===== config.mk =====
export PLATFORM = sky130hd
export DESIGN_NAME = timestamp_text_luma_overlay_unit_flat
export DESIGN_NICKNAME = d
export VERILOG_FILES = /design/src/hdl/tlo_pkg.sv /design/src/hdl/tlo_req_if.sv /design/src/hdl/tlo_rsp_if.sv /design/src/hdl/timestamp_text_luma_overlay_unit.sv /design/src/hdl/tlo_csr.sv /design/src/hdl/tlo_locate.sv /design/src/hdl/tlo_font.sv /design/src/flat_wrapper.sv
export SDC_FILE = /design/constraint.sdc
export NUM_CORES = 2
export LEC_CHECK = 0
export ABC_AREA = 1
export ABC_CLOCK_PERIOD_IN_PS = 9030
export BUFFER_PORTS_ARGS = -buffer_cell sky130_fd_sc_hd__buf_2
export CAP_MARGIN = 10
export CORE_ASPECT_RATIO = 0.8
export CORE_MARGIN = 2
export CORE_UTILIZATION = 57
export DETAILED_ROUTE_END_ITERATION = 10
export GPL_TIMING_DRIVEN = 0
export PLACE_DENSITY_LB_ADDON = 0.08
export SLEW_MARGIN = 20
export SYNTH_ARGS = -nofsm -noshare
export SYNTH_HDL_FRONTEND = slang
export SYNTH_SLANG_ARGS = --single-unit

===== constraint.sdc =====
create_clock -name clock -period 9.03 [get_ports clock]
set_clock_uncertainty 0.15 [all_clocks]
set_input_delay 1.806 -clock clock [delete_from_list [all_inputs] [get_ports clock]]
set_output_delay 1.806 -clock clock [all_outputs]
set_load 0.02 [all_outputs]

===== src/hdl/tlo_pkg.sv =====
`default_nettype none

package tlo_pkg;

   // Block geometry
   localparam int GLYPH_WIDTH   = 8;
   localparam int GLYPH_HEIGHT  = 16;
   localparam int TEXT_LENGTH   = 20;
   localparam int GLYPH_COUNT   = 13;
   localparam int MAX_DIMENSION = 4096;

   // Field widths
   localparam int MODE_W     = 2;
   localparam int LUMA_W     = 8;
   localparam int DIM_W      = 13;
   localparam int MARGIN_W   = 12;
   localparam int COUNT_W    = 12;
   localparam int CHAR_W     = 8;
   localparam int TPOS_W     = 5;
   localparam int GNUM_W     = 4;
   localparam int GROW_W     = 4;
   localparam int ROWBITS_W  = 8;

   // Register port
   localparam int CSR_COUNT  = 4;
   localparam int CSR_IDX_W  = 2;
   localparam int CSR_ADDR_W = CSR_IDX_W + 2;
   localparam int CSR_DATA_W = 32;

   // Derived
   localparam int STORE_DEPTH = GLYPH_COUNT * GLYPH_HEIGHT;
   localparam int ADDR_W      = $clog2(STORE_DEPTH);
   localparam int GLYPH_W     = $clog2(GLYPH_COUNT);
   localparam int SLOT_W      = $clog2(TEXT_LENGTH);
   localparam int ROW_W       = $clog2(GLYPH_HEIGHT);
   localparam int COLK_W      = $clog2(GLYPH_WIDTH);
   localparam int K_W         = (COLK_W > 3) ? COLK_W : 3;
   localparam int BOX_W       = TEXT_LENGTH * GLYPH_WIDTH;
   localparam int BOX_HALF    = (TEXT_LENGTH / 2) * GLYPH_WIDTH;
   localparam int DXB_W       = $clog2(BOX_W);
   localparam int SPOS_W      = DIM_W + 2;

   // Column-in-box to slot: multiply by reciprocal, exact for dx < 2**DXB_W
   localparam int RCP_SHIFT = DXB_W + COLK_W + 1;
   localparam int RCP_W     = RCP_SHIFT + 1;
   localparam int RCP       = (2 ** RCP_SHIFT + GLYPH_WIDTH - 1) / GLYPH_WIDTH;
   localparam int PROD_W    = DXB_W + RCP_W;

   localparam logic [GLYPH_W-1:0] DASH_GLYPH  = GLYPH_W'(10);
   localparam logic [GLYPH_W-1:0] BLANK_GLYPH = GLYPH_W'(11);
   localparam logic [GLYPH_W-1:0] COLON_GLYPH = GLYPH_W'(12);

   localparam logic [CHAR_W-1:0] CHAR_ZERO  = 8'h30;
   localparam logic [CHAR_W-1:0] CHAR_NINE  = 8'h39;
   localparam logic [CHAR_W-1:0] CHAR_DASH  = 8'h2D;
   localparam logic [CHAR_W-1:0] CHAR_COLON = 8'h3A;

   typedef enum logic [MODE_W-1:0] {
      MODE_PIXEL = 2'd0,
      MODE_TEXT  = 2'd1,
      MODE_GLYPH = 2'd2
   } mode_type;

   typedef enum logic [CSR_IDX_W-1:0] {
      CSR_FRAME_WIDTH   = 2'd0,
      CSR_FRAME_HEIGHT  = 2'd1,
      CSR_BOTTOM_MARGIN = 2'd2,
      CSR_TEXT_LUMA     = 2'd3
   } csr_index_type;

   typedef struct packed {
      logic [DIM_W-1:0]         w_eff;
      logic [DIM_W-1:0]         h_eff;
      logic signed [SPOS_W-1:0] box_top;
      logic signed [SPOS_W-1:0] box_left;
   } geom_type;

   typedef struct packed {
      logic             win;
      logic [DXB_W-1:0] dx;
      logic [ROW_W-1:0] dy;
   } loc_type;

   typedef struct packed {
      logic                 text_we;
      logic [SLOT_W-1:0]    text_pos;
      logic [GLYPH_W-1:0]   text_glyph;
      logic                 glyph_we;
      logic [ADDR_W-1:0]    glyph_addr;
      logic [ROWBITS_W-1:0] row_bits;
   } font_wr_type;

   typedef struct packed {
      logic              is_pixel;
      loc_type           loc;
      logic [LUMA_W-1:0] luma;
      font_wr_type       wr;
   } stage_type;

   function automatic logic [GLYPH_W-1:0] map_char(input logic [CHAR_W-1:0] code);
      logic [GLYPH_W-1:0] g;
      g = BLANK_GLYPH;
      if (code >= CHAR_ZERO && code <= CHAR_NINE) begin
         g = GLYPH_W'(code - CHAR_ZERO);
      end else if (code == CHAR_DASH) begin
         g = DASH_GLYPH;
      end else if (code == CHAR_COLON) begin
         g = COLON_GLYPH;
      end
      return g;
   endfunction

endpackage

`default_nettype wire


===== src/hdl/tlo_req_if.sv =====
`default_nettype none

interface tlo_req_if;
   import tlo_pkg::*;

   logic                 valid;
   logic                 ready;
   logic [MODE_W-1:0]    mode;
   logic                 frame_start;
   logic [LUMA_W-1:0]    luma_in;
   logic [TPOS_W-1:0]    text_position;
   logic [CHAR_W-1:0]    char_code;
   logic [GNUM_W-1:0]    glyph_number;
   logic [GROW_W-1:0]    glyph_row;
   logic [ROWBITS_W-1:0] row_bits;

   modport source (
      output valid, mode, frame_start, luma_in, text_position, char_code,
             glyph_number, glyph_row, row_bits,
      input  ready
   );

   modport sink (
      input  valid, mode, frame_start, luma_in, text_position, char_code,
             glyph_number, glyph_row, row_bits,
      output ready
   );
endinterface

`default_nettype wire


===== src/hdl/tlo_rsp_if.sv =====
`default_nettype none

interface tlo_rsp_if;
   import tlo_pkg::*;

   logic              valid;
   logic              ready;
   logic [LUMA_W-1:0] luma_out;
   logic              text_hit;

   modport source (
      output valid, luma_out, text_hit,
      input  ready
   );

   modport sink (
      input  valid, luma_out, text_hit,
      output ready
   );
endinterface

`default_nettype wire


===== src/hdl/timestamp_text_luma_overlay_unit.sv =====
// Timestamp text overlay on a raster luma stream.
// req channel (valid/ready): one transaction per pixel or per load command.
//   mode pixel: luma_in in raster order; frame_start restarts column/row at 0.
//   mode text:  writes a character code into one of the text slots.
//   mode glyph: writes one bitmap row of one glyph.
// rsp channel (valid/ready): one transaction per pixel, luma_out and text_hit;
//   load commands and unused modes produce nothing.
// APB port: frame_width, frame_height, bottom_margin, text_luma at 0x0/4/8/C.
//   Write only while the stream is idle.
// Throughput: one transaction per clock while rsp is not stalled; the
//   five-stage pipeline (position, slot divide, glyph RAM read, pixel select,
//   output register) all advance together.
// Stall: when rsp holds an untaken result and rsp.ready is low the whole
//   pipeline freezes and req.ready drops in the same cycle; nothing is lost.
// Reset: clears the pipeline, the raster position and all text slots to
//   blank and loads the register defaults. Glyph RAM is not cleared: load
//   every glyph row that the text will show before streaming pixels.
`default_nettype none

module timestamp_text_luma_overlay_unit (
   input  wire logic                              clock,
   input  wire logic                              reset,
   tlo_req_if.sink                                req,
   tlo_rsp_if.source                              rsp,
   input  wire logic                              psel,
   input  wire logic                              penable,
   input  wire logic                              pwrite,
   input  wire logic [tlo_pkg::CSR_ADDR_W-1:0]    paddr,
   input  wire logic [tlo_pkg::CSR_DATA_W-1:0]    pwdata,
   output logic      [tlo_pkg::CSR_DATA_W-1:0]    prdata,
   output logic                                   pready
);
   import tlo_pkg::*;

   geom_type             geom;
   logic [LUMA_W-1:0]    text_luma;
   loc_type              loc;
   logic [ROWBITS_W-1:0] font_bits;

   // global advance: everything moves unless a result waits on the receiver
   logic pipe_en;

   // stage 0: input register
   logic                 s0_valid_ff;
   logic [MODE_W-1:0]    s0_mode_ff;
   logic                 s0_frame_start_ff;
   logic [LUMA_W-1:0]    s0_luma_ff;
   logic [TPOS_W-1:0]    s0_text_position_ff;
   logic [CHAR_W-1:0]    s0_char_code_ff;
   logic [GNUM_W-1:0]    s0_glyph_number_ff;
   logic [GROW_W-1:0]    s0_glyph_row_ff;
   logic [ROWBITS_W-1:0] s0_row_bits_ff;

   // stages 1, 2: decoded item
   stage_type            s1_in;
   stage_type            s1_ff;
   logic                 s1_valid_ff;
   stage_type            s2_ff;
   logic                 s2_valid_ff;
   logic [SLOT_W-1:0]    slot_in;
   logic [SLOT_W-1:0]    slot_ff;
   logic [PROD_W-1:0]    slot_prod;

   // stage 3: glyph row read back
   font_wr_type          font_wr;
   logic [DXB_W-1:0]     k_full;
   logic                 s3_valid_ff;
   logic                 s3_win_ff;
   logic [K_W-1:0]       s3_k_ff;
   logic [LUMA_W-1:0]    s3_luma_ff;
   logic                 draw;

   // output register
   logic                 rsp_valid_ff;
   logic [LUMA_W-1:0]    luma_out_ff;
   logic                 text_hit_ff;

   assign pipe_en   = !rsp_valid_ff || rsp.ready;
   assign req.ready = pipe_en;

   tlo_csr u_csr (
      .clock     (clock),
      .reset     (reset),
      .psel      (psel),
      .penable   (penable),
      .pwrite    (pwrite),
      .paddr     (paddr),
      .pwdata    (pwdata),
      .prdata    (prdata),
      .pready    (pready),
      .geom      (geom),
      .text_luma (text_luma)
   );

   // ---------------- stage 0 ----------------
   always_ff @(posedge clock) begin
      if (reset) begin
         s0_valid_ff <= 1'b0;
      end else if (pipe_en) begin
         s0_valid_ff <= req.valid;
      end
   end

   always_ff @(posedge clock) begin
      if (pipe_en) begin
         s0_mode_ff          <= req.mode;
         s0_frame_start_ff   <= req.frame_start;
         s0_luma_ff          <= req.luma_in;
         s0_text_position_ff <= req.text_position;
         s0_char_code_ff     <= req.char_code;
         s0_glyph_number_ff  <= req.glyph_number;
         s0_glyph_row_ff     <= req.glyph_row;
         s0_row_bits_ff      <= req.row_bits;
      end
   end

   // raster position is tracked here, ahead of everything else
   tlo_locate u_locate (
      .clock       (clock),
      .reset       (reset),
      .step        (pipe_en && s0_valid_ff && (s0_mode_ff == MODE_PIXEL)),
      .frame_start (s0_frame_start_ff),
      .geom        (geom),
      .loc         (loc)
   );

   always_comb begin
      s1_in.is_pixel      = (s0_mode_ff == MODE_PIXEL);
      s1_in.loc           = loc;
      s1_in.luma          = s0_luma_ff;
      s1_in.wr.text_we    = (s0_mode_ff == MODE_TEXT)
                            && (int'(s0_text_position_ff) < TEXT_LENGTH);
      s1_in.wr.text_pos   = SLOT_W'(s0_text_position_ff);
      s1_in.wr.text_glyph = map_char(s0_char_code_ff);
      s1_in.wr.glyph_we   = (s0_mode_ff == MODE_GLYPH)
                            && (int'(s0_glyph_number_ff) < GLYPH_COUNT)
                            && (int'(s0_glyph_row_ff) < GLYPH_HEIGHT);
      s1_in.wr.glyph_addr = ADDR_W'(int'(s0_glyph_number_ff) * GLYPH_HEIGHT
                                    + int'(s0_glyph_row_ff));
      s1_in.wr.row_bits   = s0_row_bits_ff;
   end

   // ---------------- stage 1: slot = dx / GLYPH_WIDTH ----------------
   always_ff @(posedge clock) begin
      if (reset) begin
         s1_valid_ff <= 1'b0;
         s2_valid_ff <= 1'b0;
      end else if (pipe_en) begin
         s1_valid_ff <= s0_valid_ff;
         s2_valid_ff <= s1_valid_ff;
      end
   end

   assign slot_prod = PROD_W'(s1_ff.loc.dx) * PROD_W'(RCP);
   assign slot_in   = slot_prod[RCP_SHIFT +: SLOT_W];

   always_ff @(posedge clock) begin
      if (pipe_en) begin
         s1_ff   <= s1_in;
         s2_ff   <= s1_ff;
         slot_ff <= slot_in;
      end
   end

   // ---------------- stage 2: text slot and glyph RAM access ----------------
   // loads take effect here too, so pixels see them in transaction order
   always_comb begin
      font_wr          = s2_ff.wr;
      font_wr.text_we  = s2_ff.wr.text_we && s2_valid_ff && pipe_en;
      font_wr.glyph_we = s2_ff.wr.glyph_we && s2_valid_ff && pipe_en;
   end

   assign k_full = DXB_W'(int'(s2_ff.loc.dx) - int'(slot_ff) * GLYPH_WIDTH);

   tlo_font u_font (
      .clock    (clock),
      .reset    (reset),
      .rd_en    (pipe_en),
      .wr       (font_wr),
      .rd_slot  (slot_ff),
      .rd_dy    (s2_ff.loc.dy),
      .row_bits (font_bits)
   );

   always_ff @(posedge clock) begin
      if (reset) begin
         s3_valid_ff <= 1'b0;
      end else if (pipe_en) begin
         s3_valid_ff <= s2_valid_ff && s2_ff.is_pixel;
      end
   end

   always_ff @(posedge clock) begin
      if (pipe_en) begin
         s3_win_ff  <= s2_ff.loc.win;
         s3_k_ff    <= K_W'(k_full);
         s3_luma_ff <= s2_ff.luma;
      end
   end

   // ---------------- stage 3: pick the glyph bit ----------------
   // columns past the eighth of a wide glyph never draw
   assign draw = s3_win_ff && ((s3_k_ff >> 3) == '0) && font_bits[s3_k_ff[2:0]];

   always_ff @(posedge clock) begin
      if (reset) begin
         rsp_valid_ff <= 1'b0;
      end else if (pipe_en) begin
         rsp_valid_ff <= s3_valid_ff;
      end
   end

   always_ff @(posedge clock) begin
      if (pipe_en) begin
         luma_out_ff <= draw ? text_luma : s3_luma_ff;
         text_hit_ff <= draw;
      end
   end

   assign rsp.valid    = rsp_valid_ff;
   assign rsp.luma_out = luma_out_ff;
   assign rsp.text_hit = text_hit_ff;

endmodule

`default_nettype wire


===== src/hdl/tlo_csr.sv =====
`default_nettype none

module tlo_csr (
   input  wire logic                              clock,
   input  wire logic                              reset,
   input  wire logic                              psel,
   input  wire logic                              penable,
   input  wire logic                              pwrite,
   input  wire logic [tlo_pkg::CSR_ADDR_W-1:0]    paddr,
   input  wire logic [tlo_pkg::CSR_DATA_W-1:0]    pwdata,
   output logic      [tlo_pkg::CSR_DATA_W-1:0]    prdata,
   output logic                                   pready,
   output tlo_pkg::geom_type                      geom,
   output logic      [tlo_pkg::LUMA_W-1:0]        text_luma
);
   import tlo_pkg::*;

   logic [DIM_W-1:0]    frame_width_ff;
   logic [DIM_W-1:0]    frame_height_ff;
   logic [MARGIN_W-1:0] bottom_margin_ff;
   logic [LUMA_W-1:0]   text_luma_ff;
   geom_type            geom_ff;
   geom_type            geom_in;
   csr_index_type       index;
   logic                wr_en;
   logic [DIM_W-1:0]    w_eff;
   logic [DIM_W-1:0]    h_eff;

   assign index = csr_index_type'(paddr[CSR_ADDR_W-1:2]);
   assign wr_en = psel && penable && pwrite;
   assign pready = 1'b1;

   always_ff @(posedge clock) begin
      if (reset) begin
         frame_width_ff   <= DIM_W'(1920);
         frame_height_ff  <= DIM_W'(1080);
         bottom_margin_ff <= MARGIN_W'(30);
         text_luma_ff     <= LUMA_W'(235);
      end else if (wr_en) begin
         case (index)
            CSR_FRAME_WIDTH:   frame_width_ff   <= pwdata[DIM_W-1:0];
            CSR_FRAME_HEIGHT:  frame_height_ff  <= pwdata[DIM_W-1:0];
            CSR_BOTTOM_MARGIN: bottom_margin_ff <= pwdata[MARGIN_W-1:0];
            CSR_TEXT_LUMA:     text_luma_ff     <= pwdata[LUMA_W-1:0];
            default: ;
         endcase
      end
   end

   always_comb begin
      case (index)
         CSR_FRAME_WIDTH:   prdata = CSR_DATA_W'(frame_width_ff);
         CSR_FRAME_HEIGHT:  prdata = CSR_DATA_W'(frame_height_ff);
         CSR_BOTTOM_MARGIN: prdata = CSR_DATA_W'(bottom_margin_ff);
         CSR_TEXT_LUMA:     prdata = CSR_DATA_W'(text_luma_ff);
         default:           prdata = '0;
      endcase
   end

   // zero acts as one, oversize acts as the maximum
   always_comb begin
      if (frame_width_ff == '0) begin
         w_eff = DIM_W'(1);
      end else if (frame_width_ff > DIM_W'(MAX_DIMENSION)) begin
         w_eff = DIM_W'(MAX_DIMENSION);
      end else begin
         w_eff = frame_width_ff;
      end
      if (frame_height_ff == '0) begin
         h_eff = DIM_W'(1);
      end else if (frame_height_ff > DIM_W'(MAX_DIMENSION)) begin
         h_eff = DIM_W'(MAX_DIMENSION);
      end else begin
         h_eff = frame_height_ff;
      end
      geom_in.w_eff    = w_eff;
      geom_in.h_eff    = h_eff;
      geom_in.box_top  = $signed(SPOS_W'(h_eff) - SPOS_W'(GLYPH_HEIGHT)
                                 - SPOS_W'(bottom_margin_ff));
      geom_in.box_left = $signed(SPOS_W'(w_eff >> 1) - SPOS_W'(BOX_HALF));
   end

   // box placement is re-derived every cycle; the user must change registers only while idle (not enforced)
   always_ff @(posedge clock) begin
      geom_ff <= geom_in;
   end

   assign geom      = geom_ff;
   assign text_luma = text_luma_ff;

endmodule

`default_nettype wire


===== src/hdl/tlo_locate.sv =====
`default_nettype none

module tlo_locate (
   input  wire logic              clock,
   input  wire logic              reset,
   input  wire logic              step,
   input  wire logic              frame_start,
   input  tlo_pkg::geom_type      geom,
   output tlo_pkg::loc_type       loc
);
   import tlo_pkg::*;

   localparam logic signed [SPOS_W-1:0] BOX_LIMIT = SPOS_W'(BOX_W);
   localparam logic signed [SPOS_W-1:0] ROW_LIMIT = SPOS_W'(GLYPH_HEIGHT);

   logic [COUNT_W-1:0]       col_ff;
   logic [COUNT_W-1:0]       row_ff;
   logic [COUNT_W-1:0]       col_in;
   logic [COUNT_W-1:0]       row_in;
   logic [COUNT_W-1:0]       col_cur;
   logic [COUNT_W-1:0]       row_cur;
   logic [COUNT_W-1:0]       col_inc;
   logic [COUNT_W-1:0]       row_inc;
   logic signed [SPOS_W-1:0] dx;
   logic signed [SPOS_W-1:0] dy;

   assign col_cur = frame_start ? '0 : col_ff;
   assign row_cur = frame_start ? '0 : row_ff;

   assign dx = $signed(SPOS_W'(col_cur)) - geom.box_left;
   assign dy = $signed(SPOS_W'(row_cur)) - geom.box_top;

   always_comb begin
      loc.win = (DIM_W'(col_cur) < geom.w_eff) && (DIM_W'(row_cur) < geom.h_eff)
                && !dx[SPOS_W-1] && (dx < BOX_LIMIT)
                && !dy[SPOS_W-1] && (dy < ROW_LIMIT);
      loc.dx  = dx[DXB_W-1:0];
      loc.dy  = dy[ROW_W-1:0];
   end

   // raster advance, wrapping at the clamped frame size or on counter rollover
   always_comb begin
      col_inc = col_cur + COUNT_W'(1);
      row_inc = row_cur + COUNT_W'(1);
      col_in  = col_inc;
      row_in  = row_cur;
      if ((DIM_W'(col_inc) >= geom.w_eff) || (col_inc == '0)) begin
         col_in = '0;
         row_in = (DIM_W'(row_inc) >= geom.h_eff) ? '0 : row_inc;
      end
   end

   always_ff @(posedge clock) begin
      if (reset) begin
         col_ff <= '0;
         row_ff <= '0;
      end else if (step) begin
         col_ff <= col_in;
         row_ff <= row_in;
      end
   end

endmodule

`default_nettype wire


===== src/hdl/tlo_font.sv =====
`default_nettype none

module tlo_font (
   input  wire logic                            clock,
   input  wire logic                            reset,
   input  wire logic                            rd_en,
   input  tlo_pkg::font_wr_type                 wr,
   input  wire logic [tlo_pkg::SLOT_W-1:0]      rd_slot,
   input  wire logic [tlo_pkg::ROW_W-1:0]       rd_dy,
   output logic      [tlo_pkg::ROWBITS_W-1:0]   row_bits
);
   import tlo_pkg::*;

   logic [GLYPH_W-1:0]   text_ff [TEXT_LENGTH];
   logic [ROWBITS_W-1:0] glyph_mem [STORE_DEPTH];
   logic [ROWBITS_W-1:0] row_bits_ff;
   logic [GLYPH_W-1:0]   glyph_sel;
   logic [ADDR_W-1:0]    rd_addr;

   // slot index past the line only shows up outside the text box
   assign glyph_sel = (int'(rd_slot) < TEXT_LENGTH) ? text_ff[rd_slot] : BLANK_GLYPH;
   assign rd_addr   = ADDR_W'(int'(glyph_sel) * GLYPH_HEIGHT + int'(rd_dy));

   always_ff @(posedge clock) begin
      if (reset) begin
         for (int i = 0; i < TEXT_LENGTH; i++) begin
            text_ff[i] <= BLANK_GLYPH;
         end
      end else if (wr.text_we) begin
         text_ff[wr.text_pos] <= wr.text_glyph;
      end
   end

   always_ff @(posedge clock) begin
      if (wr.glyph_we) begin
         glyph_mem[wr.glyph_addr] <= wr.row_bits;
      end
      if (rd_en) begin
         row_bits_ff <= glyph_mem[rd_addr];
      end
   end

   assign row_bits = row_bits_ff;

endmodule

`default_nettype wire


===== src/flat_wrapper.sv =====
// flat-port wrapper written by rule: the top's interface ports become plain ports
module timestamp_text_luma_overlay_unit_flat import tlo_pkg::*;
  (clock, reset, psel, penable, pwrite, paddr, pwdata, prdata, pready, req_valid, req_mode, req_frame_start, req_luma_in, req_text_position, req_char_code, req_glyph_number, req_glyph_row, req_row_bits, req_ready, rsp_valid, rsp_luma_out, rsp_text_hit, rsp_ready);
  tlo_req_if req_i ();
  tlo_rsp_if rsp_i ();
  input  wire logic clock;
  input  wire logic reset;
  input  wire logic psel;
  input  wire logic penable;
  input  wire logic pwrite;
  input  wire logic [tlo_pkg::CSR_ADDR_W-1:0] paddr;
  input  wire logic [tlo_pkg::CSR_DATA_W-1:0] pwdata;
  output logic      [tlo_pkg::CSR_DATA_W-1:0] prdata;
  output logic pready;
  input wire logic [$bits(req_i.valid)-1:0] req_valid;
  input wire logic [$bits(req_i.mode)-1:0] req_mode;
  input wire logic [$bits(req_i.frame_start)-1:0] req_frame_start;
  input wire logic [$bits(req_i.luma_in)-1:0] req_luma_in;
  input wire logic [$bits(req_i.text_position)-1:0] req_text_position;
  input wire logic [$bits(req_i.char_code)-1:0] req_char_code;
  input wire logic [$bits(req_i.glyph_number)-1:0] req_glyph_number;
  input wire logic [$bits(req_i.glyph_row)-1:0] req_glyph_row;
  input wire logic [$bits(req_i.row_bits)-1:0] req_row_bits;
  output wire logic [$bits(req_i.ready)-1:0] req_ready;
  output wire logic [$bits(rsp_i.valid)-1:0] rsp_valid;
  output wire logic [$bits(rsp_i.luma_out)-1:0] rsp_luma_out;
  output wire logic [$bits(rsp_i.text_hit)-1:0] rsp_text_hit;
  input wire logic [$bits(rsp_i.ready)-1:0] rsp_ready;
  assign req_i.valid = req_valid;
  assign req_i.mode = req_mode;
  assign req_i.frame_start = req_frame_start;
  assign req_i.luma_in = req_luma_in;
  assign req_i.text_position = req_text_position;
  assign req_i.char_code = req_char_code;
  assign req_i.glyph_number = req_glyph_number;
  assign req_i.glyph_row = req_glyph_row;
  assign req_i.row_bits = req_row_bits;
  assign req_ready = req_i.ready;
  assign rsp_valid = rsp_i.valid;
  assign rsp_luma_out = rsp_i.luma_out;
  assign rsp_text_hit = rsp_i.text_hit;
  assign rsp_i.ready = rsp_ready;
  timestamp_text_luma_overlay_unit u_core (.clock(clock), .reset(reset), .req(req_i), .rsp(rsp_i), .psel(psel), .penable(penable), .pwrite(pwrite), .paddr(paddr), .pwdata(pwdata), .prdata(prdata), .pready(pready));
endmodule

**Yosys cells after proc, flatten, opt, wreduce, memory -nomap -nowiden**

Memory sizes are Yosys's and may differ from the RTL's. A register that Yosys moved wholly into a read port is not among the register bits.
Index checks and enable logic that the tools add are counted.

- Register bits after elaboration: 288
- RAM bits: 1744
- Bits of input ports: 83
- Output and inout port bits: 44
- Word-level logic and storage cells: 147
- Memories: 2

- Add/subtract/negate cells: 11
- $lt $le $gt $ge: 14
- Eq/ne operators: 7
- Multiplexer cells: 28
- Reduce and logical (&&, ||, !) cells: 33

Memory list:

| name | words | width | rd ports | clocked after Yosys merged registers in | wr ports | line | source |
|---|---|---|---|---|---|---|---|
| u_core.u_font.glyph_mem | 208 | 8 | 1 | 1 | 1 | tlo_font.sv:15 | `logic [ROWBITS_W-1:0] glyph_mem [STORE_DEPTH];` |
| u_core.u_font.text_ff | 20 | 4 | 1 | 1 | 20 | tlo_font.sv:14 | `logic [GLYPH_W-1:0] text_ff [TEXT_LENGTH];` |

Operators by type and width:

| kind | count |
|---|---|
| case mux 32 bit (4 select lines) | 1 |
| 2-to-1 mux 12 bit | 5 |
| 2-to-1 mux 13 bit | 4 |
| greater-or-equal comparator 12 x 13 -> 1 bit | 2 |
| > comparator 13 bit, second input constant | 2 |
| zero test 13 bit | 2 |
| < comparator 12 x 13 -> 1 bit | 2 |
| adder 12 x 1 -> 12 bit, second input constant | 2 |
| logical AND 1 bit | 18 |
| adder 8 x 4 -> 8 bit | 2 |
| equality test 8 x 6 -> 1 bit, second input constant | 2 |
| 2-to-1 mux 4 bit | 4 |
| < comparator 15 x 6 -> 1 bit, second input constant | 1 |
| < comparator 15 x 9 -> 1 bit, second input constant | 1 |
| subtractor 13 x 15 -> 15 bit | 1 |
| subtractor 14 x 13 -> 15 bit | 1 |
| subtractor 13 x 13 -> 14 bit | 1 |
| subtractor 13 x 5 -> 14 bit, second input constant | 1 |
| subtractor 12 x 7 -> 13 bit, second input constant | 1 |
| zero test 12 bit | 1 |
| < comparator 5 bit, second input constant | 2 |
| 2-to-1 mux 5 bit | 2 |
| 2-to-1 mux 1 bit | 9 |
| greater-or-equal comparator 8 x 6 -> 1 bit, second input constant | 1 |
| other kinds (15) | 25 |

**Logic depth before layout (Yosys ltp)**

- Word-level depth: 8
- Gate-level depth with buffers: 23
- Depth with buffers taken out: 21

**Modules after synthesis**

Synthesis repeated with hierarchy kept, for this count alone.

- Cell total of the unflattened synthesis: 7732
- Area total of the unflattened synthesis: 86186.4 sq um

By module, submodules not included:

| module | instances | cells each | area an instance (sq um) | seq. area each (sq um) |
|---|---|---|---|---|
| tlo_font | 1 | 6119 | 71945.3 | 52610.5 |
| timestamp_text_luma_overlay_unit | 1 | 261 | 5362.6 | 4874.7 |
| tlo_locate | 1 | 800 | 4628.2 | 480.5 |
| tlo_csr | 1 | 552 | 4250.3 | 1921.8 |

**Worst setup path after synthesis**

Ideal clock, no wire load.

- Path type: in2out
- From: in rsp_ready
- To: out req_ready
- Data arrival time: 6.791 ns
- Required time: 7.074 ns
- Slack: 0.283 ns
- Stages on the path: 3
- Path buffers: 1
- Cell sequence: nor2_1 inv_1 clkbuf_1

- Word-level cells in the longest chain between the ends: 1

RTL lines:

| element | line | source |
|---|---|---|
| start: declaration | flat_wrapper.sv:28 | `input wire logic [$bits(rsp_i.ready)-1:0] rsp_ready;` |
| logical OR 1 bit | timestamp_text_luma_overlay_unit.sv:78 | `assign pipe_en = !rsp_valid_ff \|\| rsp.ready;` |
| end: declaration | flat_wrapper.sv:24 | `output wire logic [$bits(req_i.ready)-1:0] req_ready;` |

No other way between the ends.

**Worst setup path after layout**

Ends and elaborated chain as after synthesis.

==> results.md <==
- Cts hold-fix bufs: 0
- HP Start: u_core.s1_ff[12]
- Root Driver: clkbuf_16
- Total power draw: 22.4 mW
- Critical R2R Launch: u_core.s0_frame_start_ff
- Crit. End Element: primary output
- Synth warn: 0
- Total GRT Usage: 0.389
- Die Ht: 353 um
- Most used cell, CP: buf_2
- F_max: 192 MHz
- Largest cells by area after synthesis: edfxtp_1, nor2_1, o21ai_0, nand2_1, dfxtp_1
- Fill cells: 11600
- Drt drc: 0
- Worst vdd ir: 0.198 mV
- Post-CTS Repair Setup Buffers: 0
- Sink Count: 2089
- Clock latency on the worst-skew pair: 0.86 ns
- Multi-input gate area in the final layout: 0.0221 mm2
- Layout cells sized above 1: 0.0904
- Top cell type's share of synthesized area: 0.678
- Most common cell in the netlist: edfxtp_1
- Post-synth top flop: edfxtp_1
- Post-Syn Area: 0.0867 mm2
- Flops & latches, synth: 2089
- Adder-Cell Fraction of Synth Area: 0.0131
- Pins Over Slew Limit: 0
- Critical path, cell by cell: buf_2 -> nor2_1 -> inv_1 -> clkbuf_4 -> buf_16 -> buf_2
- Setup CP Type: in2out
- Top Family by Delay on Critical Path: buffers and inverters
- Final hold vios: 0
- Depth of the CTS H-tree: 4
- DRT Wirelength: 306 mm
- Core Region: 0.152 mm2
- Area delta synth->final: 13.2%
- Fin crit share: 0.576
- Post-synth EDFFs: 1959
- Via-to-Cell Ratio: 6.39
- Largest net degree at the start of global routing: 53
- Max-cap violation count: 0
- Fin crit period: 5.20 ns
- Asr flop ratio synth: 0
- Detailed Route Iter0 Violations: 10700
- Post-synth top cells: edfxtp_1, nor2_1, o21ai_0
- Slowest stage cell on the critical path: clkbuf_4
- Initial core utilization: 0.572
- Setup WS post-layout: 3.83 ns
- XOR/XNOR Fraction of Synth Area: 0.00485
- Placed Instances: 9647
- Initial antenna violation count: 28
- Global-route wire length before repair: 426 mm
- Worst slew margin: 0.0677
- I/O Buffers: 84
- Post-CTS resize count: 0
- Vias: 64100
- Startpoint types: primary input
- Post-route ant nets: 0
- Largest family of logic cells by synthesized area: simple AND/OR/NAND/NOR gates
- Post-Synth Simple-Gate Area: 0.127
- Post-layout nets: 8005
- I/O pins: 127
- Fin cells: 10000
- Worst Setup SP: rsp_ready
- CTS tree: built
- Top cell type by total area after synthesis: edfxtp_1
- Max Buffers Root-to-Sink: 3
- Hold crit path type: reg2reg
- Final HPWL DP: 223 mm
- P_leak: 34.3 nW
- Power per cell area: 228 mW/mm2
- Req. time, crit path: 7.07 ns
- FF+latch area: 0.0614 mm2
- FP Rows: 128
- Overall die width: 440 um
- RePlAce Congestion: 0.989
- WP data arrival: 3.24 ns
- Vias in the first global route: 58700
- Post-Syn Instances: 7418
- CP Max Fanout: 52
- Pre-CTS setup slack: 3.71 ns
- Total grt overflow: 0
- Critical Path Max Stage Delay: 0.63 ns
- Drt wl/cell: 30.5 um
- Inserted Clock Buffers: 196
- Netlist cell types: 55
- Avg Inst Size Synth: 11.7 um2
- Final setup violation count: 0
- Die area: 0.155 mm2
- Status: complete, no violations
- Tightest Pin Transition: 1.40 ns
- Sequential area share after synthesis: 0.708
- Total negative slack: 0 ns
- Buffers & Inverters on Critical Path: 5
- RSZ-0062 raised after global routing: false
- First-pass DRT Iterations: 7
- Mux cell area share after synthesis: 0.000577
- CTS clk-pin slew, worst paths: 0.06 ns
- Post-synthesis compound-gate area fraction: 0.108
-- report_power, final --
group	leakage [nW]	total (mW)	internal, mW	switching (mW)
combinational	12.3	3.25	0.777	2.47
sequential	18.8	10.7	10.7	0.0575
clock	3.13	8.39	4.66	3.74
-- cell usage in the layout, fill, tap and decap left out, types with 16 or more instances in the layout --
master / count
dfxtp_1: 130
o211ai_1: 133
o21ai_1: 99
xnor2_1: 16
xor2_1: 32
o21ai_0: 977
inv_1: 299
buf_2: 210
ha_1: 86
nand3_1: 329
buf_1: 37
buf_4: 42
edfxtp_1: 1959
nor2_1: 1452
buf_8: 84
nand4_1: 53
conb_1: 20
clkinv_2: 32
clkbuf_1: 294
a21oi_1: 105
clkbuf_16: 199
clkinv_1: 49
bufinv_16: 19
o221ai_1: 91
nand2_1: 852
clkbuf_2: 25
o22ai_1: 214
-- layer usage --
layer | global-route usage | vias to the layer above | routed length (um)
met3 | 0.139 | 693 | 46100
met1 | 0.576 | 31300 | 122000
met2 | 0.531 | 4700 | 125000
li1 | - | 27400 | -
met4 | 0.139 | 22 | 12100
met5 | 0 | - | 141
-- sequential cells by signal, summed over array words and instances, names as in the netlist, 13 cells and up, named ones only --
register and flops:
u_core.u_csr.frame_height_ff 13, u_core.u_font.text_ff 128, u_core.u_font.glyph_mem 1664, u_core.s1_ff 49, u_core.u_csr.geom 50, u_core.u_csr.frame_width_ff 13, u_core.s2_ff 19, u_core.font_wr 25
-- cells by family after synthesis --
logic type,count (synthesis)
flops,2089
other cells,2
fa+ha+maj,89
mux,5
compound gates,1658
simple gates,2737
xor+xnor,48
buf+inv,790
-- per-stage QoR --
step | utilization | hold slack (ns) | cell area [um2]
after global placement | 0.592 | 0.250 | 89700
after global routing | 0.647 | 0.269 | 98200
after CTS | 0.647 | 0.264 | 98100
after detailed placement | 0.605 | 0.255 | 91700
final | 0.647 | 0.263 | 98200
after floorplan | - | 0.250 | 86800
-- worst register-to-register path: cells and delay by family (launching register included) --
kind / cells / cell delay, ns
buffers and inverters: 5 / 1.21
XOR/XNOR: 1 / 0.21
AO/OA/AOI/OAI: 4 / 0.62
adder cells (fa/ha/maj): 2 / 0.65
flip-flops: 1 / 0.38
AND/OR/NAND/NOR: 7 / 1.57
-- cell type report --
| class | instances | share of cell area |
|---|---|---|
| well taps | 2015 | 0.0257 |
| diodes | 13 | 0.000331 |
| multi-input cells | 4557 | 0.225 |
| clock inverters | 119 | 0.0122 |
| inverters | 308 | 0.0118 |
| repair buffers | 199 | 0.0240 |
| plain buffers | 482 | 0.0224 |
| clock buffers | 252 | 0.0532 |
| flip-flops and latches | 2089 | 0.626 |
-- worst paths after layout --
check                               to  slack (ns)  cells past startpoint
max                          req_ready        3.83                      6
min                 u_core.font_wr[12]        0.26                      0
max reg2reg  u_core.u_locate.col_ff[6]        4.17                     19
min reg2reg         u_core.font_wr[12]        0.26                      0
Note: power is estimated with default switching activity, not from simulation.
